$ cat config.mk
export PLATFORM = sky130hd
export DESIGN_NAME = touch_event_qualifier
export DESIGN_NICKNAME = d
export VERILOG_FILES = /design/src/rtl/tchq_pkg.sv /design/src/rtl/touch_event_qualifier.sv /design/src/rtl/tchq_front.sv /design/src/rtl/tchq_fifo.sv /design/src/rtl/tchq_back.sv
export SDC_FILE = /design/constraint.sdc
export NUM_CORES = 1
export LEC_CHECK = 0
export BUFFER_PORTS_ARGS = -buffer_cell sky130_fd_sc_hd__buf_2
export CELL_PAD_IN_SITES_DETAIL_PLACEMENT = 0
export CELL_PAD_IN_SITES_GLOBAL_PLACEMENT = 1
export CORE_MARGIN = 2
export CORE_UTILIZATION = 46
export DETAILED_ROUTE_END_ITERATION = 16
export GPL_TIMING_DRIVEN = 0
export HOLD_SLACK_MARGIN = 0.15
export PLACE_DENSITY = 0.79
export SLEW_MARGIN = 20
export SYNTH_ARGS = -nofsm -noshare
export SYNTH_HDL_FRONTEND = slang
export SYNTH_SLANG_ARGS = --single-unit
$ cat constraint.sdc
create_clock -name clk -period 19.71 [get_ports clk]
set_input_delay 3.942 -clock clk [delete_from_list [all_inputs] [get_ports clk]]
set_output_delay 3.942 -clock clk [all_outputs]
set_load 0.05 [all_outputs]
$ cat src/rtl/tchq_pkg.sv
// ----------------------------------------------------------------------------
// tchq_pkg
// Shared types and constants of the touch event qualifier.
// ----------------------------------------------------------------------------
package tchq_pkg;

    localparam int COORD_W = 12;
    localparam int OUT_W   = 13;
    localparam int ID_W    = 4;
    localparam int SIZE_W  = 16;
    localparam int DLY_W   = 8;
    localparam int CFG_W   = 12;
    localparam int IDX_W   = 3;
    localparam int IN_TDATA_W  = 56;
    localparam int OUT_TDATA_W = 56;

    // Register indexes of the configuration port
    localparam logic [IDX_W-1:0] REG_MIRROR_ENABLE  = 3'd0;
    localparam logic [IDX_W-1:0] REG_SCREEN_WIDTH   = 3'd1;
    localparam logic [IDX_W-1:0] REG_SCREEN_HEIGHT  = 3'd2;
    localparam logic [IDX_W-1:0] REG_MOVE_THRESHOLD = 3'd3;
    localparam logic [IDX_W-1:0] REG_POLL_MIN       = 3'd4;
    localparam logic [IDX_W-1:0] REG_POLL_MAX       = 3'd5;
    localparam logic [IDX_W-1:0] REG_POLL_STEP      = 3'd6;

    // Reset values of the registers
    localparam logic               MIRROR_RST    = 1'b1;
    localparam logic [COORD_W-1:0] WIDTH_RST     = 12'd1024;
    localparam logic [COORD_W-1:0] HEIGHT_RST    = 12'd600;
    localparam logic [7:0]         THRESHOLD_RST = 8'd4;
    localparam logic [DLY_W-1:0]   POLL_MIN_RST  = 8'd5;
    localparam logic [DLY_W-1:0]   POLL_MAX_RST  = 8'd30;
    localparam logic [DLY_W-1:0]   POLL_STEP_RST = 8'd5;

    typedef enum logic [1:0] {
        EV_NONE = 2'd0,
        EV_DOWN = 2'd1,
        EV_MOVE = 2'd2,
        EV_UP   = 2'd3
    } ev_kind_t;

    typedef struct packed {
        logic               mirror_enable;
        logic [COORD_W-1:0] screen_width;
        logic [COORD_W-1:0] screen_height;
    } front_cfg_t;

    typedef struct packed {
        logic [7:0]       move_threshold;
        logic [DLY_W-1:0] poll_min;
        logic [DLY_W-1:0] poll_max;
        logic [DLY_W-1:0] poll_step;
    } back_cfg_t;

    // Classified poll, as held in the queue
    typedef struct packed {
        logic                    read_ok;
        logic                    qualified;
        logic signed [OUT_W-1:0] px;
        logic signed [OUT_W-1:0] py;
        logic [ID_W-1:0]         id;
        logic [SIZE_W-1:0]       size;
    } q_item_t;

endpackage

$ cat src/rtl/touch_event_qualifier.sv
// ----------------------------------------------------------------------------
// touch_event_qualifier
// Turns touch controller polls into down / move / up events.
// ----------------------------------------------------------------------------
// Usage:
//   s_* carries one poll per item: s_tuser is the read-success flag, s_tdata
//   the decoded status and first point. m_* returns exactly one result per
//   poll: m_tuser is the event kind, m_tdata the reported point and the
//   delay before the next poll.
//   cfg_we / cfg_index / cfg_data write a register at the clock edge; write
//   only while no poll is in flight.
//   Path: an accepted poll is written into the queue, then moves into the
//   output register when that register is free or being emptied; m_tvalid
//   and the result come from the output register.
//   Throughput: one poll per cycle while m_tready stays high; the tracker state
//   is registered on each pop and the two-entry queue decouples the sides.
//   Reset: registers take their default values, the tracker leaves the
//   touching state, the delay returns to its minimum, queue and output empty.
//   Stall: while m_tready is low the result holds; polls keep being taken
//   until the queue fills, then s_tready drops.
// ----------------------------------------------------------------------------
module touch_event_qualifier
    import tchq_pkg::*;
(
    input  logic                   clk,
    input  logic                   rst_n,
    input  logic                   s_tvalid,
    output logic                   s_tready,
    input  logic                   s_tuser,   // read_ok
    // buffer_ready, large_touch, point_count[3:0], point_x[11:0],
    // point_y[11:0], point_id[3:0], point_size[15:0]
    input  logic [IN_TDATA_W-1:0]  s_tdata,
    output logic                   m_tvalid,
    input  logic                   m_tready,
    output logic [1:0]             m_tuser,   // event_kind
    // out_x[12:0], out_y[12:0], touch_id[3:0], pressure[15:0], poll_delay[7:0]
    output logic [OUT_TDATA_W-1:0] m_tdata,
    input  logic                   cfg_we,
    input  logic [IDX_W-1:0]       cfg_index,
    input  logic [CFG_W-1:0]       cfg_data
);

    front_cfg_t front_cfg_reg;
    back_cfg_t  back_cfg_reg;
    q_item_t    front_item;
    q_item_t    q_item;
    logic       q_valid;
    logic       q_pop;
    logic [1:0] q_count;

    always_ff @(posedge clk or negedge rst_n)
    begin
        if (!rst_n)
        begin
            front_cfg_reg.mirror_enable <= MIRROR_RST;
            front_cfg_reg.screen_width  <= WIDTH_RST;
            front_cfg_reg.screen_height <= HEIGHT_RST;
            back_cfg_reg.move_threshold <= THRESHOLD_RST;
            back_cfg_reg.poll_min       <= POLL_MIN_RST;
            back_cfg_reg.poll_max       <= POLL_MAX_RST;
            back_cfg_reg.poll_step      <= POLL_STEP_RST;
        end
        else if (cfg_we)
        begin
            case (cfg_index)
                REG_MIRROR_ENABLE:  front_cfg_reg.mirror_enable <= cfg_data[0];
                REG_SCREEN_WIDTH:   front_cfg_reg.screen_width  <= cfg_data;
                REG_SCREEN_HEIGHT:  front_cfg_reg.screen_height <= cfg_data;
                REG_MOVE_THRESHOLD: back_cfg_reg.move_threshold <= cfg_data[7:0];
                REG_POLL_MIN:       back_cfg_reg.poll_min       <= cfg_data[7:0];
                REG_POLL_MAX:       back_cfg_reg.poll_max       <= cfg_data[7:0];
                REG_POLL_STEP:      back_cfg_reg.poll_step      <= cfg_data[7:0];
                default:            ;
            endcase
        end
    end

    tchq_front u_front (
        .read_ok (s_tuser),
        .tdata   (s_tdata),
        .cfg     (front_cfg_reg),
        .item    (front_item)
    );

    tchq_fifo u_fifo (
        .clk        (clk),
        .rst_n      (rst_n),
        .push       (s_tvalid),
        .push_item  (front_item),
        .push_ready (s_tready),
        .pop        (q_pop),
        .pop_valid  (q_valid),
        .pop_item   (q_item),
        .count      (q_count)
    );

    tchq_back u_back (
        .clk      (clk),
        .rst_n    (rst_n),
        .cfg      (back_cfg_reg),
        .q_valid  (q_valid),
        .q_item   (q_item),
        .q_pop    (q_pop),
        .m_tvalid (m_tvalid),
        .m_tready (m_tready),
        .m_tuser  (m_tuser),
        .m_tdata  (m_tdata)
    );

    a_queue_bound: assert property (@(posedge clk) disable iff (!rst_n)
        q_count != 2'd3)
        else $error("queue count beyond depth");

    a_push_lands: assert property (@(posedge clk) disable iff (!rst_n)
        (s_tvalid && s_tready) |=> (q_count != 2'd0))
        else $error("accepted item missing from queue");

    a_pop_fills_out: assert property (@(posedge clk) disable iff (!rst_n)
        q_pop |=> m_tvalid)
        else $error("tracked item did not reach the output register");

    a_no_pop_empty: assert property (@(posedge clk) disable iff (!rst_n)
        (q_count == 2'd0) |-> !q_pop)
        else $error("pop from empty queue");

endmodule

$ cat src/rtl/tchq_front.sv
// ----------------------------------------------------------------------------
// tchq_front
// Decodes one poll, qualifies the touch and applies mirroring.
// ----------------------------------------------------------------------------
module tchq_front
    import tchq_pkg::*;
(
    input  logic                  read_ok,
    input  logic [IN_TDATA_W-1:0] tdata,
    input  front_cfg_t            cfg,
    output q_item_t               item
);

    logic               buffer_ready;
    logic               large_touch;
    logic [3:0]         point_count;
    logic [COORD_W-1:0] point_x;
    logic [COORD_W-1:0] point_y;
    logic [OUT_W-1:0]   raw_x;
    logic [OUT_W-1:0]   raw_y;

    assign buffer_ready = tdata[0];
    assign large_touch  = tdata[1];
    assign point_count  = tdata[5:2];
    assign point_x      = tdata[17:6];
    assign point_y      = tdata[29:18];

    assign raw_x = {1'b0, point_x};
    assign raw_y = {1'b0, point_y};

    always_comb
    begin
        item.read_ok   = read_ok;
        item.qualified = buffer_ready && (point_count != 4'd0) && !large_touch;
        if (cfg.mirror_enable)
        begin
            item.px = $signed({1'b0, cfg.screen_width} - raw_x);
            item.py = $signed({1'b0, cfg.screen_height} - raw_y);
        end
        else
        begin
            item.px = $signed(raw_x);
            item.py = $signed(raw_y);
        end
        item.id   = tdata[33:30];
        item.size = tdata[49:34];
    end

endmodule

$ cat src/rtl/tchq_fifo.sv
// ----------------------------------------------------------------------------
// tchq_fifo
// Two-entry queue between the classifier and the tracker.
// ----------------------------------------------------------------------------
module tchq_fifo
    import tchq_pkg::*;
(
    input  logic        clk,
    input  logic        rst_n,
    input  logic        push,
    input  q_item_t     push_item,
    output logic        push_ready,
    input  logic        pop,
    output logic        pop_valid,
    output q_item_t     pop_item,
    output logic [1:0]  count
);

    q_item_t    mem_reg [2];
    logic       wr_ptr_reg;
    logic       wr_ptr_next;
    logic       rd_ptr_reg;
    logic       rd_ptr_next;
    logic [1:0] count_reg;
    logic [1:0] count_next;
    logic       do_push;
    logic       do_pop;

    assign push_ready = (count_reg != 2'd2);
    assign pop_valid  = (count_reg != 2'd0);
    assign pop_item   = mem_reg[rd_ptr_reg];
    assign count      = count_reg;
    assign do_push    = push && push_ready;
    assign do_pop     = pop && pop_valid;

    always_comb
    begin
        wr_ptr_next = do_push ? ~wr_ptr_reg : wr_ptr_reg;
        rd_ptr_next = do_pop ? ~rd_ptr_reg : rd_ptr_reg;
        count_next  = count_reg;
        if (do_push && !do_pop)
            count_next = count_reg + 2'd1;
        else if (do_pop && !do_push)
            count_next = count_reg - 2'd1;
    end

    always_ff @(posedge clk or negedge rst_n)
    begin
        if (!rst_n)
        begin
            wr_ptr_reg <= 1'b0;
            rd_ptr_reg <= 1'b0;
            count_reg  <= 2'd0;
        end
        else
        begin
            wr_ptr_reg <= wr_ptr_next;
            rd_ptr_reg <= rd_ptr_next;
            count_reg  <= count_next;
        end
    end

    always_ff @(posedge clk)
    begin
        if (do_push)
            mem_reg[wr_ptr_reg] <= push_item;
    end

endmodule

$ cat src/rtl/tchq_back.sv
// ----------------------------------------------------------------------------
// tchq_back
// Touch tracker, poll delay adaptation and output register.
// ----------------------------------------------------------------------------
module tchq_back
    import tchq_pkg::*;
(
    input  logic                   clk,
    input  logic                   rst_n,
    input  back_cfg_t              cfg,
    input  logic                   q_valid,
    input  q_item_t                q_item,
    output logic                   q_pop,
    output logic                   m_tvalid,
    input  logic                   m_tready,
    output logic [1:0]             m_tuser,
    output logic [OUT_TDATA_W-1:0] m_tdata
);

    logic                    touching_reg,   touching_next;
    logic signed [OUT_W-1:0] ref_x_reg,      ref_x_next;
    logic signed [OUT_W-1:0] ref_y_reg,      ref_y_next;
    logic signed [OUT_W-1:0] shown_x_reg,    shown_x_next;
    logic signed [OUT_W-1:0] shown_y_reg,    shown_y_next;
    logic [ID_W-1:0]         shown_id_reg,   shown_id_next;
    logic [SIZE_W-1:0]       shown_size_reg, shown_size_next;
    logic [DLY_W-1:0]        delay_reg,      delay_next;

    logic                    out_valid_reg,  out_valid_next;
    ev_kind_t                kind_reg,       kind_next;
    logic signed [OUT_W-1:0] out_x_reg,      out_x_next;
    logic signed [OUT_W-1:0] out_y_reg,      out_y_next;
    logic [ID_W-1:0]         out_id_reg,     out_id_next;
    logic [SIZE_W-1:0]       out_size_reg,   out_size_next;
    logic [DLY_W-1:0]        out_delay_reg,  out_delay_next;

    logic signed [OUT_W:0]   diff_x;
    logic signed [OUT_W:0]   diff_y;
    logic [OUT_W:0]          abs_x;
    logic [OUT_W:0]          abs_y;
    logic                    moved;
    logic [DLY_W:0]          dly_pre;
    logic [DLY_W:0]          dly_lo;

    // Advance when the output register is free or being emptied
    assign q_pop = q_valid && (!out_valid_reg || m_tready);

    assign diff_x = {q_item.px[OUT_W-1], q_item.px} - {ref_x_reg[OUT_W-1], ref_x_reg};
    assign diff_y = {q_item.py[OUT_W-1], q_item.py} - {ref_y_reg[OUT_W-1], ref_y_reg};
    assign abs_x  = diff_x[OUT_W] ? $unsigned(-diff_x) : $unsigned(diff_x);
    assign abs_y  = diff_y[OUT_W] ? $unsigned(-diff_y) : $unsigned(diff_y);
    assign moved  = (abs_x > {{(OUT_W-7){1'b0}}, cfg.move_threshold}) ||
                    (abs_y > {{(OUT_W-7){1'b0}}, cfg.move_threshold});

    // Delay: reload or grow, raise to minimum, then cap at maximum
    assign dly_pre = q_item.qualified ? {1'b0, cfg.poll_min}
                                      : {1'b0, delay_reg} + {1'b0, cfg.poll_step};
    assign dly_lo  = (dly_pre < {1'b0, cfg.poll_min}) ? {1'b0, cfg.poll_min} : dly_pre;

    always_comb
    begin
        touching_next   = touching_reg;
        ref_x_next      = ref_x_reg;
        ref_y_next      = ref_y_reg;
        shown_x_next    = shown_x_reg;
        shown_y_next    = shown_y_reg;
        shown_id_next   = shown_id_reg;
        shown_size_next = shown_size_reg;
        delay_next      = delay_reg;
        kind_next       = EV_NONE;

        if (q_item.read_ok)
        begin
            if (q_item.qualified)
            begin
                shown_x_next    = q_item.px;
                shown_y_next    = q_item.py;
                shown_id_next   = q_item.id;
                shown_size_next = q_item.size;
                touching_next   = 1'b1;
                if (!touching_reg)
                begin
                    kind_next = EV_DOWN;
                end
                else
                begin
                    kind_next  = moved ? EV_MOVE : EV_DOWN;
                    ref_x_next = q_item.px;
                    ref_y_next = q_item.py;
                end
            end
            else if (touching_reg)
            begin
                kind_next     = EV_UP;
                touching_next = 1'b0;
                ref_x_next    = '0;
                ref_y_next    = '0;
            end
            else
            begin
                shown_x_next    = '0;
                shown_y_next    = '0;
                shown_id_next   = '0;
                shown_size_next = '0;
            end
            delay_next = (dly_lo > {1'b0, cfg.poll_max}) ? cfg.poll_max : dly_lo[DLY_W-1:0];
        end

        if (kind_next == EV_NONE)
        begin
            out_x_next    = '0;
            out_y_next    = '0;
            out_id_next   = '0;
            out_size_next = '0;
        end
        else
        begin
            out_x_next    = shown_x_next;
            out_y_next    = shown_y_next;
            out_id_next   = shown_id_next;
            out_size_next = shown_size_next;
        end
        out_delay_next = delay_next;

        if (q_pop)
            out_valid_next = 1'b1;
        else if (m_tready)
            out_valid_next = 1'b0;
        else
            out_valid_next = out_valid_reg;
    end

    always_ff @(posedge clk or negedge rst_n)
    begin
        if (!rst_n)
        begin
            touching_reg   <= 1'b0;
            ref_x_reg      <= '0;
            ref_y_reg      <= '0;
            shown_x_reg    <= '0;
            shown_y_reg    <= '0;
            shown_id_reg   <= '0;
            shown_size_reg <= '0;
            delay_reg      <= POLL_MIN_RST;
            out_valid_reg  <= 1'b0;
        end
        else
        begin
            out_valid_reg <= out_valid_next;
            if (q_pop)
            begin
                touching_reg   <= touching_next;
                ref_x_reg      <= ref_x_next;
                ref_y_reg      <= ref_y_next;
                shown_x_reg    <= shown_x_next;
                shown_y_reg    <= shown_y_next;
                shown_id_reg   <= shown_id_next;
                shown_size_reg <= shown_size_next;
                delay_reg      <= delay_next;
            end
        end
    end

    always_ff @(posedge clk)
    begin
        if (q_pop)
        begin
            kind_reg      <= kind_next;
            out_x_reg     <= out_x_next;
            out_y_reg     <= out_y_next;
            out_id_reg    <= out_id_next;
            out_size_reg  <= out_size_next;
            out_delay_reg <= out_delay_next;
        end
    end

    assign m_tvalid = out_valid_reg;
    assign m_tuser  = kind_reg;
    assign m_tdata  = {2'b00, out_delay_reg, out_size_reg, out_id_reg,
                       out_y_reg, out_x_reg};

endmodule
==> results.txt, run 1 <==
* Peak clock frequency supported by timing: 129 MHz
- Across the run, the number of max-cap violations was 0.
- H-tree depth: 2
- Final count of negative-setup-slack endpoints: 0
* GRT Total Usage: 20.8%
- TritonCTS built the clock tree.
- WP data required: 19,970 ps
- Met3 wire length: 1.64 mm
- Half-perimeter wire length after placement: 27.8 mm
- After layout, the minimum clock period comes to 7770 ps.
* Critical Path Start Type: flip-flop
- Sink count of the clock tree: 295
* # port buffers: 126
- The tree is rooted in a sky130_fd_sc_hd__clkbuf_16.
* Synthesized instance count: 1,447
- Mean instance size in the synthesized netlist: 10.9 um2
* Combined area of all synthesized cells: 0.0158 mm2
* Fin crit share: 39.4%
- The core region is 0.0336 mm2.
* Layout area overhead: 15.4%
- The first global-routing pass estimated 58.3 mm of wire.
- Total via count after detailed routing: 11,200
- Total Wirelength: 37.1 mm
- After clock tree synthesis, the repair step resized 0 gates.
- Fraction of post-synthesis cell area in the top cell type by area: 28.9%
- The synthesized design contains 152 enable-type register cells.
* Setup repair after global routing missed its margin: false
* Detail-routed via count per cell: 5.36
- During synthesis, Yosys emitted a total of 0 warnings.
* Worst-path maximum fanout: 10
- Starting density of the core: 46.9%
* Clock buffer depth: 3
* Pre-Repair DR Iteration Count: 5
- DRT iter0 DRCs: 767
* Final max-slew violation count: 0
- For the pin with the worst max-slew slack, the measured transition is 1030 ps.
- Counting the buffers created by CTS gives 34.
- After synthesis the netlist holds a flip-flop and latch count of 295.
- 0 antenna diodes ended up in the layout.
* Metal2 WL: 17.2 mm
- Worst setup path class: flip-flop to flip-flop
- Proportion of synthesized chip area in sequential cells: 51.8%
- Maximum number of pins on one net before global-route repair: 91
- From left edge to right edge, the die measures 189 um.
- Clock Latency Late Sink: 520 ps
- Summed over all failing endpoints, the final setup total negative slack is 0 ps.
* Run status: finished clean
- M1 wire length: 17.7 mm
- Cell types with the highest counts after synthesis: 152 x sky130_fd_sc_hd__edfxtp_1, 127 x sky130_fd_sc_hd__nor2_1, 126 x sky130_fd_sc_hd__dfrtp_1, 126 x sky130_fd_sc_hd__inv_1, 125 x sky130_fd_sc_hd__nand2_1
- Max Clock Skew: 24.9 ps
- Hold Violations, Final: 0
* Gp weighted congestion: 0.839
- Most repeated cell in the gate-level netlist after synthesis: sky130_fd_sc_hd__edfxtp_1
- The worst setup path is captured at a flip-flop.
* Arrival time at the worst endpoint: 8040 ps
- Antenna violations before repair: 0
- The die covers 0.0358 mm2.
- Top Layer Used: met4
- Clock-pin slew was measured on the worst setup and hold paths at 60 ps.
- After detailed routing, the average wire length per cell comes to 17.8 um.
- Primary flip-flop cell chosen by synthesis mapping: sky130_fd_sc_hd__edfxtp_1
- Number of fill cells in the layout: 2,920
* DRC: 0
- Max transition margin: 29.1%
- In the final layout, the share of cells above drive strength 1 is 19.6%.
- The via count of the first global-routing pass is 10,700.
- I/O pin count: 137
- Counting distinct cell types in the post-synthesis netlist gives 75.
- Post-CTS Hold Buffers: 0
- Floorplan die height: 189 um
* Residual overflow from global routing: 0
- The path class of the tightest hold or removal check is flip-flop to flip-flop.
- Max reg flops: 96
- Row count: 67
- In this run the remaining antenna-violating nets after routing total 0.
- Async set or reset register ratio after synthesis: 48.5%
* Buffers inserted by post-CTS timing repair: 0
- By area the synthesized netlist is led by sky130_fd_sc_hd__edfxtp_1 29%, sky130_fd_sc_hd__dfrtp_1 20%, sky130_fd_sc_hd__ha_1 7.5%, sky130_fd_sc_hd__mux2_2 7.1%, sky130_fd_sc_hd__o21ai_0 3.8%.
- Number of nets in the layout: 1,789
- The synthesized design spends more area on one cell type than any other, namely sky130_fd_sc_hd__edfxtp_1.
[final cells by class]
| type | instances | area [um2] | share of cell area [%] |
|---|---|---|---|
| timing repair buffer | 129 | 708 | 3.89 |
| multi-input combinational | 974 | 6940 | 38.1 |
| tap | 448 | 561 | 3.08 |
| clock buffer | 44 | 960 | 5.27 |
| buffer | 52 | 211 | 1.16 |
| inverter | 127 | 479 | 2.63 |
| sequential | 295 | 8160 | 44.9 |
| clock inverter | 18 | 176 | 0.969 |
[worst max-delay path, stage by stage (launching register included)]
cell                        delay, ps
sky130_fd_sc_hd__dfrtp_1          330
sky130_fd_sc_hd__clkbuf_1         430
sky130_fd_sc_hd__clkbuf_1         540
sky130_fd_sc_hd__buf_1            630
sky130_fd_sc_hd__mux2i_1          440
sky130_fd_sc_hd__inv_1            100
sky130_fd_sc_hd__ha_1             280
sky130_fd_sc_hd__clkbuf_1         260
sky130_fd_sc_hd__o21ai_0          180
sky130_fd_sc_hd__a21o_1           200
sky130_fd_sc_hd__nand4b_1         110
sky130_fd_sc_hd__nand3_1          170
sky130_fd_sc_hd__or3_1            400
sky130_fd_sc_hd__a41oi_1          250
sky130_fd_sc_hd__buf_2            260
sky130_fd_sc_hd__mux2_2           370
sky130_fd_sc_hd__ha_1             280
sky130_fd_sc_hd__nor2b_1          130
sky130_fd_sc_hd__o21a_1           160
sky130_fd_sc_hd__o21a_1           160
sky130_fd_sc_hd__o211ai_1         160
sky130_fd_sc_hd__a21oi_1           90
sky130_fd_sc_hd__a211o_1          270
sky130_fd_sc_hd__a2111oi_4        290
sky130_fd_sc_hd__o211ai_1         160
sky130_fd_sc_hd__or4_4            590
sky130_fd_sc_hd__o211a_1          240
[final timing paths]
check / cells past startpoint / end / from / slack [ps]
max in group asynchronous: 2 / u_back.shown_size_reg[15] / rst_n / 15540
worst max register to register: 26 / u_back.m_tuser[1] / u_fifo.rd_ptr_reg / 11940
worst min-delay path: 2 / u_back.shown_x_reg[1] / u_back.shown_x_reg[1] / 480
worst max-delay path: 26 / u_back.m_tuser[1] / u_fifo.rd_ptr_reg / 11940
worst min register to register: 2 / u_back.shown_x_reg[1] / u_back.shown_x_reg[1] / 480
min in group asynchronous: 1 / back_cfg_reg[13] / rst_n / 3340
[cells in the final DEF, fill, tap and decap left out, types with 11 or more instances in the layout]
cell type,synthesis,routed
sky130_fd_sc_hd__nand3_1,22,22
sky130_fd_sc_hd__inv_1,126,125
sky130_fd_sc_hd__buf_2,1,126
sky130_fd_sc_hd__a21oi_1,62,62
sky130_fd_sc_hd__edfxtp_1,152,152
sky130_fd_sc_hd__dfrtp_1,126,126
sky130_fd_sc_hd__ha_1,94,94
sky130_fd_sc_hd__o21ai_0,120,120
sky130_fd_sc_hd__nand2_1,125,125
sky130_fd_sc_hd__xor2_1,24,24
sky130_fd_sc_hd__o21ai_1,13,12
sky130_fd_sc_hd__nand2b_1,13,13
sky130_fd_sc_hd__mux2_2,100,100
sky130_fd_sc_hd__clkbuf_1,45,49
sky130_fd_sc_hd__a21o_1,11,11
sky130_fd_sc_hd__nor2_1,127,126
sky130_fd_sc_hd__a22oi_1,21,21
sky130_fd_sc_hd__nor3_1,13,13
sky130_fd_sc_hd__dfstp_2,17,17
sky130_fd_sc_hd__clkbuf_16,0,35
sky130_fd_sc_hd__xnor2_1,24,24
sky130_fd_sc_hd__mux2i_1,47,47
sky130_fd_sc_hd__nor2b_1,11,11
[logic make-up (layout without fill, tap and decap cells)]
kind of cell             Yosys count  count (layout)  share of synthesized area, %
buffers and inverters            179             370                          4.36
adder cells (fa/ha/maj)           99              99                          8.09
other                              1               2                        0.0238
multiplexers                     147             147                          10.1
AO/OA/AOI/OAI                    310             310                          12.2
AND/OR/NAND/NOR                  368             368                          10.8
XOR/XNOR                          48              48                          2.67
flip-flops                       295             295                          51.8
[metrics by stage]
stage               cell area [um2]  setup WS [ps]  util, %  hold slack [ps]  instances
CTS                           18200          11950     54.1              484       2087
detailed placement            17100          11990     50.8              471       2025
global route                  18200          11370     54.1              506       2087
finish                        18200          11940     54.1              481       2087
global placement              17000          11940     50.5              463       2022
floorplan                     15800          13190        -              450       1448
[metal layers]
metal | up-vias | global-route usage [%]
met3 | 37 | 2.47
li1 | 5502 | -
met5 | - | 0
met4 | 0 | 4.57
met2 | 250 | 33.3
met1 | 5401 | 30.4
Power of run 1 is left out: the tool's default activity adds up to more than one toggle a clock period on the data nets, which glitch-free logic cannot reach.
==> run 2, diff against run 1 <==
ABC_AREA = 1   (was unset)
PLACE_DENSITY = 0.83   (was 0.79)
clock period = 8.1 ns   (was 19.71 ns; I/O delays follow)
==> run 2 against run 1 <==
  * The flow now finishes with violations (DRC)
  * Cell count up 29%
  * Design area up 5.6%
  * Critical path depth up 5
  * Worst hold slack worse by 5.2 ps
  * Sequential share of layout area down 2.4 points
  * Non-clock buffer count up 29
  * Global-route usage up 3.3 points
  * Synthesized cell count up 40%
  * Core utilization down 0.25 points
==> results.txt, run 2 <==
- Run status: complete, but fails checks
- Failing checks: DRC
* Critical Path Start: u_fifo.rd_ptr_reg
- The die footprint was 0.0378 mm2 (+5.6%).
* Most repeated cell in the gate-level netlist after synthesis: sky130_fd_sc_hd__nand2_1
- Combined area of all synthesized cells: 0.0167 mm2 (+5.7%)
* Met3 wire length: 2.32 mm (+42%)
* First-pass GRT wire length: 72.0 mm (+24%)
* Number of enable flip-flop cells after synthesis: 152 (unchanged)
- Async set or reset register ratio after synthesis: 48.5% (unchanged)
- The routed length on met1 came to 21.0 mm (+18%).
* Most common library cell in the layout ignoring fill and taps: sky130_fd_sc_hd__nand2_1
- The worst relative slew slack came to 46.3% (+17 points).
* Maximum number of pins on one net before global-route repair: 90 (-1.1%)
* GRT Total Usage: 24.1% (+3.3 points)
- Top Layer Used: met4
* Number of nets with antenna violations after routing: 0 (unchanged)
- The slowest stage of the critical path belongs to the cell sky130_fd_sc_hd__dfrtp_1.
- The number of fillers in the final layout was 3,322 (+14%).
- Primary flip-flop cell chosen by synthesis mapping: sky130_fd_sc_hd__edfxtp_1
- Largest stage delay on the critical path: 500 ps (-130 ps)
- The number of diodes was 0 (unchanged).
- The number of buffers inserted by post-CTS setup repair was 0 (unchanged).
- The weighted congestion reported at the end of routability-driven placement is 0.881 (+5.0%).
- The final period demand of the worst path was 5300 ps (-2470 ps).
* Count of cell types in the netlist: 49 (-35%)
- Row count: 69 (+3.0%)
* Reg2Reg Capture Point: u_back.m_tuser[0]
- Floorplan die height: 194 um (+2.8%)
- Worst Reg2Reg Path Length in Cells: 31 (+19%)
- Post-CTS Hold Buffers: 0 (unchanged)
- Critical Path Start Type: flip-flop
- Fin crit share: 65.5% (+26 points)
* Arrival time at the worst endpoint: 5670 ps (-2370 ps)
- The maximum achievable frequency is 189 MHz (+47%).
- The H-tree depth is 2 (unchanged).
- The logic depth of the worst setup path including buffers was 31 (+19%).
- Worst setup path class: flip-flop to flip-flop
- Fraction of final layout cells with drive strength greater than 1: 11.0% (-8.5 points)
- WP data required: 8470 ps (-11,500 ps)
* Multi-input gate area in the final layout: 0.00736 mm2 (+6.1%)
* Slew at the pin with the worst max-slew slack: 803 ps (-231 ps)
- Wire length per cell after detailed routing: 16.6 um (-6.5%)
- CTS placed an instance of sky130_fd_sc_hd__clkbuf_16 at the clock tree root.
- Setup repair after global routing left no endpoint under its margin.
- Via count of the first global-routing pass: 13,500 (+27%)
- Area of the core: 0.0357 mm2 (+6.1%)
* Most used cells in the layout excluding fill and tap cells: 654 x sky130_fd_sc_hd__nand2_1, 223 x sky130_fd_sc_hd__inv_1, 157 x sky130_fd_sc_hd__nand3_1
- The TritonCTS buffer count came to 35 (+2.9%).
- Flop-to-flop setup slack: 2800 ps (-9140 ps)
- Sink count of the clock tree: 295 (unchanged)
* Launch instance of the worst register-to-register path: u_fifo.rd_ptr_reg
- In this run the worst hold path is classified as flip-flop to flip-flop.
* Aggregate negative setup slack: 0 ps (unchanged)
- The number of register bits inferred by synthesis was 295 (unchanged).
* Synthesized instance count: 2,030 (+40%)
- The I/O pin count was 137 (unchanged).
- The length of the first detailed-routing pass in iterations came to 11 (+6).
- Clock Latency Late Sink: 520 ps (about the same)
- Hold Violations, Final: 0 (unchanged)
- Half-perimeter wire length after placement: 34.1 mm (+23%)
- The number of gates resized after cts came to 0 (unchanged).
* Number of nets in the layout: 2,376 (+33%)
* Layout area overhead: 15.2%
* Residual overflow from global routing: 0 (unchanged)
- The most numerous cell type found on the critical path is sky130_fd_sc_hd__nand2_1.
* Final count of negative-setup-slack endpoints: 0 (unchanged)
- The routed wire length on met2 was 20.4 mm (+19%).
- Final max-slew violation count: 0 (unchanged)
- Clock tree from TritonCTS: done
* Most area-consuming cells after synthesis: sky130_fd_sc_hd__edfxtp_1 27%, sky130_fd_sc_hd__dfrtp_1 19%, sky130_fd_sc_hd__nand2_1 15%, sky130_fd_sc_hd__ha_1 7.1%, sky130_fd_sc_hd__inv_1 5.0%
- Proportion of synthesized chip area in sequential cells: 49.0% (-2.8 points)
* DRT iter0 DRCs: 1,196 (+56%)
* Fraction of post-synthesis cell area in the top cell type by area: 27.4% (-1.6 points)
- Detail-routed via count per cell: 5.26 (-2.0%)
- Antenna violations before repair: 0 (unchanged)
- Starting density of the core: 46.8% (-0.16 points)
- Crit end category: flip-flop
* Max Clock Skew: 12.6 ps (-12.3 ps)
- The critical path ends at u_back.m_tuser[0].
* Count of warnings emitted by yosys: 0 (unchanged)
* Family of cells with the greatest summed delay on the critical path: simple AND/OR/NAND/NOR gates
- Die extent in x: 194 um (+2.8%)
* Cell types with the highest counts after synthesis: 654 x sky130_fd_sc_hd__nand2_1, 223 x sky130_fd_sc_hd__inv_1, 157 x sky130_fd_sc_hd__nand3_1
* Clock buffer depth: 3 (unchanged)
- The total via count after detailed routing came to 14,100 (+26%).
* Critical path buffers and inverters: 6 (unchanged)
* Most area-hungry cell type in the Yosys netlist: sky130_fd_sc_hd__edfxtp_1
* Mean instance size in the synthesized netlist: 8.21 um2 (-25%)
- The flip-flop count of the largest register after layout is 96 (unchanged).
- Clock slew at reported path FFs: 60 ps (about the same)
- The count of buffers inserted at the top-level ports is 128 (+1.6%).
- Sequential cell area: 0.00816 mm2 (unchanged)
- The count of unresolved DRC violations after routing is 7 (+7).
* Worst-path maximum fanout: 10 (unchanged)
- Total Wirelength: 44.7 mm (+20%)
- The max-cap check violation count came to 0 (unchanged).
[run 2: through the flow]
stage | setup WS, ps | util [%] | instances | hold WS [ps] | area [um2]
2_1_floorplan | 3690 | - | 2031 | 446 | 16700
3_3_place_gp | 2430 | 50.2 | 2620 | 460 | 17900
3_5_place_dp | 2800 | 50.5 | 2624 | 466 | 18000
4_1_cts | 2740 | 53.9 | 2688 | 478 | 19200
5_1_grt | 2210 | 53.9 | 2688 | 508 | 19200
6_report | 2800 | 53.9 | 2688 | 475 | 19200
[run 2: cell families (layout without fill, tap and decap cells)]
family | after synthesis | count (layout) | share of synthesized area (%)
other | 1 | 2 | 0.0225
muxes | 2 | 2 | 0.120
DFF | 295 | 295 | 49.0
and+or+nand+nor | 981 | 981 | 24.1
AOI/OAI and AO/OA | 316 | 316 | 10.3
xor gates and xnor gates | 34 | 34 | 1.79
buffers and inverters | 302 | 498 | 7.00
adders and majority gates | 99 | 99 | 7.65
[run 2: final cells by class]
cell class / instances / area share (%)
flip-flops and latches: 295 / 42.5
multi-input cells: 1434 / 38.3
clock buffers: 47 / 5.33
inverters: 224 / 4.38
repair buffers: 132 / 3.84
well taps: 461 / 3.00
plain buffers: 78 / 1.71
clock inverters: 17 / 0.944
[run 2: worst min-delay path by stage]
stage / startpoint / endpoint / cells past startpoint / slack, ps
floorplan: u_fifo.count[0] / u_fifo.count[0] / 1 / 450
global placement: u_fifo.count[0] / u_fifo.count[0] / 1 / 460
detailed placement: u_fifo.count[0] / u_fifo.count[0] / 1 / 470
CTS: u_fifo.count[0] / u_fifo.count[0] / 1 / 480
global route: u_back.ref_x_reg[9] / u_back.ref_x_reg[9] / 2 / 510
finish: u_fifo.count[0] / u_fifo.count[0] / 1 / 480
[run 2: worst register-to-register path, delay by kind of cell (launching register included)]
family,cells,cell delay (ps)
buf+inv,6,1300
simple gates,14,1390
flops,1,500
compound gates,8,1150
fa+ha+maj,2,640
xor+xnor,1,170
[run 2: layer usage]
metal / vias to the layer above / GRT usage (%)
met5: - / 0
met4: 0 / 6.41
met3: 62 / 3.11
met2: 385 / 38.3
met1: 6652 / 34.8
li1: 7027 / -
Power of run 2 is left out for the same reason.
==> run 3, diff against run 2 <==
ABC_AREA = 0   (was 1)
PLACE_DENSITY = 0.79   (was 0.83)
clock period = 5.1 ns   (was 8.1 ns; I/O delays follow)
==> run 3 against run 2 <==
  * Design area fell by 0.35%
  * Via count fell by 18%
  * Cell count fell by 21%
  * Register-to-register slack got worse by 3200 ps
  * First-iteration DRC count fell by 35%
  * Critical path depth fell by 7
  * The flow finishes with violations (setup timing)
  * Global-route usage fell by 2.3 points
  * Wire length fell by 11%
==> results.txt, run 3 (synthesis results as in run 1) <==
- The flow ran to the end, but the final reports show violations.
- Failing checks: setup timing
* Worst-path maximum fanout: 8 (-2)
- The number of clock sinks is 295 (unchanged).
- CTS placed an instance of sky130_fd_sc_hd__clkbuf_16 at the clock tree root.
* Detail-routed via count per cell: 5.44 (+3.6%)
- Maximum number of pins on one net before global-route repair: 93 (+3.3%)
- GRT Total Usage: 21.8% (-2.3 points)
* Multi-input gate area in the final layout: 0.00765 mm2 (+3.9%)
- The final net count came to 1,819 (-23%).
* Worst setup margin: -447 ps (-3240 ps)
- Clock Latency Late Sink: 580 ps (+60 ps)
* DRC: 0 (-7)
- DIE AREA: 0.0358 mm2 (-5.3%)
- Half-perimeter wire length after placement: 28.1 mm (-18%)
- Slowest cell on the critical path: sky130_fd_sc_hd__or4_4
- The via count of the first global-routing pass came to 11,200 (-17%).
* Met1 Use GR: 31.7% (-3.1 points)
- The setup clock skew after layout came to 13.2 ps (+0.654 ps).
- The final antenna-violating net count is 0 (unchanged).
* Sequential cell area: 0.00816 mm2 (unchanged)
- The detailed-route wire length was 39.8 mm (-11%).
- The total count of hold-check failures in the final report was 0 (unchanged).
* Worst Reg2Reg Path Length in Cells: 24 (-23%)
- The global routing stage identified its most utilized layer as met2.
- The total via count after detailed routing was 11,500 (-18%).
* Wire length per cell after detailed routing: 18.8 um (+13%)
- Row count: 67 (-2.9%)
* # port buffers: 126 (-1.6%)
- The signal on the critical path passes through clkbuf_16 -> buf_12 -> mux2i_4 -> inv_2 -> ha_4 -> nand2b_4 -> a21o_1 -> nand4b_1 -> nand3_2 -> or3_4 -> a41oi_4 -> buf_6 -> mux2_4 -> ha_4 -> nor2b_4 -> o21a_1 -> o21a_1 -> o211ai_1 -> a21oi_1 -> a211o_1 -> a2111oi_4 -> o211ai_1 -> or4_4 -> o211a_1.
- Ant. Diodes: 0 (unchanged)
- The fraction of layout cells with a size suffix above 1 was 26.4% (+15 points).
* Final max-slew violation count: 0 (unchanged)
- Area of the core: 0.0336 mm2 (-5.7%)
* WP data required: 5430 ps (-3040 ps)
* Residual overflow from global routing: 0 (unchanged)
- The largest stage delay on the critical path is 540 ps (+40 ps).
* I/O pin count: 137 (unchanged)
* Crit end category: flip-flop
- The flip-flop count of the largest register after layout came to 96 (unchanged).
- The number of design-rule violations left by the first detailed-router iteration was 777 (-35%).
- Layout area overhead: 21.4%
- The die span in x is 189 um (-2.7%).
- The number of fillers in the final layout came to 2,819 (-15%).
- Clock buffer depth: 3 (unchanged)
* Clock slew at reported path FFs: 70 ps (about the same)
- H-tree depth: 1 (-1)
- The total setup violations reported at the end of the flow is 12 (+12).
- Clock tree from TritonCTS: done
* First-pass GRT wire length: 61.2 mm (-15%)
* Met2 track demand over resource in global routing: 34.9% (-3.4 points)
- Gp weighted congestion: 0.849 (-3.6%)
- Classification of the worst-slack hold path: input port to asynchronous set/reset pin
* Setup repair after global routing missed its margin: true
- Worst setup path class: flip-flop to flip-flop
- The library cell used most frequently in the layout, excluding fill and tap cells, is sky130_fd_sc_hd__edfxtp_1.
- Peak clock frequency supported by timing: 180 MHz (-4.4%)
- The library cells used most frequently in the layout, excluding fill and tap cells, are 152 x sky130_fd_sc_hd__edfxtp_1, 126 x sky130_fd_sc_hd__buf_2, 126 x sky130_fd_sc_hd__dfrtp_1.
* Max transition margin: 8.14% (-38 points)
* Reported max-cap violation count: 0 (unchanged)
* Floorplan die height: 189 um (-2.7%)
* Arrival time at the worst endpoint: 5880 ps (+210 ps)
- The final critical-path share of the clock period came to 109% (+43 points).
- Time the worst path needs with I/O delays and setup: 5550 ps (+243 ps)
- Slew at the pin with the worst max-slew slack: 1340 ps (+536 ps)
* Starting density of the core: 46.9% (+0.16 points)
* Pre-Repair DR Iteration Count: 5 (-6)
- Worst slack at placement: -1340 ps (-4140 ps)
- The met3 usage in global routing was 2.89% (-0.21 points).
- The TritonCTS buffer count is 31 (-11%).
- Post-CTS Hold Buffers: 0 (unchanged)
- The worst setup path is launched from a flip-flop.
- The number of antenna violations at the first check in global routing is 0 (unchanged).
## run 3: per-layer routing
layer / part of all wire, % / vias up
met5: 0 / -
met3: 4.9 / 41
met1: 47 / 5640
met4: 1.5 / 0
met2: 46 / 275
li1: - / 5564
## run 3: path summary, 6_finish.rpt
path	start	endpoint	slack, ps
max	u_fifo.rd_ptr_reg	u_back.m_tuser[1]	-450
min	rst_n	back_cfg_reg[22]	340
max reg2reg	u_fifo.rd_ptr_reg	u_back.m_tuser[1]	-450
min reg2reg	u_back.delay_reg[0]	u_back.delay_reg[0]	480
max in group asynchronous	rst_n	u_back.shown_size_reg[15]	3910
min in group clk	u_back.delay_reg[0]	u_back.delay_reg[0]	480
## run 3: worst max-delay path: cells and delay by family, from the launching register on
| kind | cells | cell delay, ps |
|---|---|---|
| compound gates | 10 | 1910 |
| simple gates | 6 | 1290 |
| buf+inv | 4 | 550 |
| mux | 2 | 630 |
| fa+ha+maj | 2 | 500 |
| flops | 1 | 390 |
## run 3: area by class of cell
type | instances | share of cell area (%)
flip-flops and latches | 295 | 42.6
multi-input cells | 976 | 40.0
repair buffers | 164 | 5.27
clock buffers | 41 | 4.30
well taps | 448 | 2.93
inverters | 127 | 2.50
plain buffers | 48 | 1.38
clock inverters | 17 | 1.03
## run 3: what timing repair did
action | CTS | global route
gates resized for setup | 75 | 62
pin swaps | 24 | 31
setup endpoints to repair | 18 | 18
gates cloned | 2 | 0
setup buffers | 24 | 10
## run 3: metrics by stage
stage / instances / hold slack (ps) / area [um2] / setup TNS (ps) / util [%]
after floorplan: 1448 / 450 / 15900 / -366 / -
after global routing: 2116 / 373 / 19100 / -4590 / 57.0
final: 2116 / 343 / 19100 / -1970 / 57.0
after detailed placement: 2026 / 473 / 17200 / -16190 / 51.2
after CTS: 2108 / 357 / 18800 / -1100 / 55.9
after global placement: 2022 / 463 / 17100 / -16400 / 50.8
Power of run 3 is left out for the same reason.
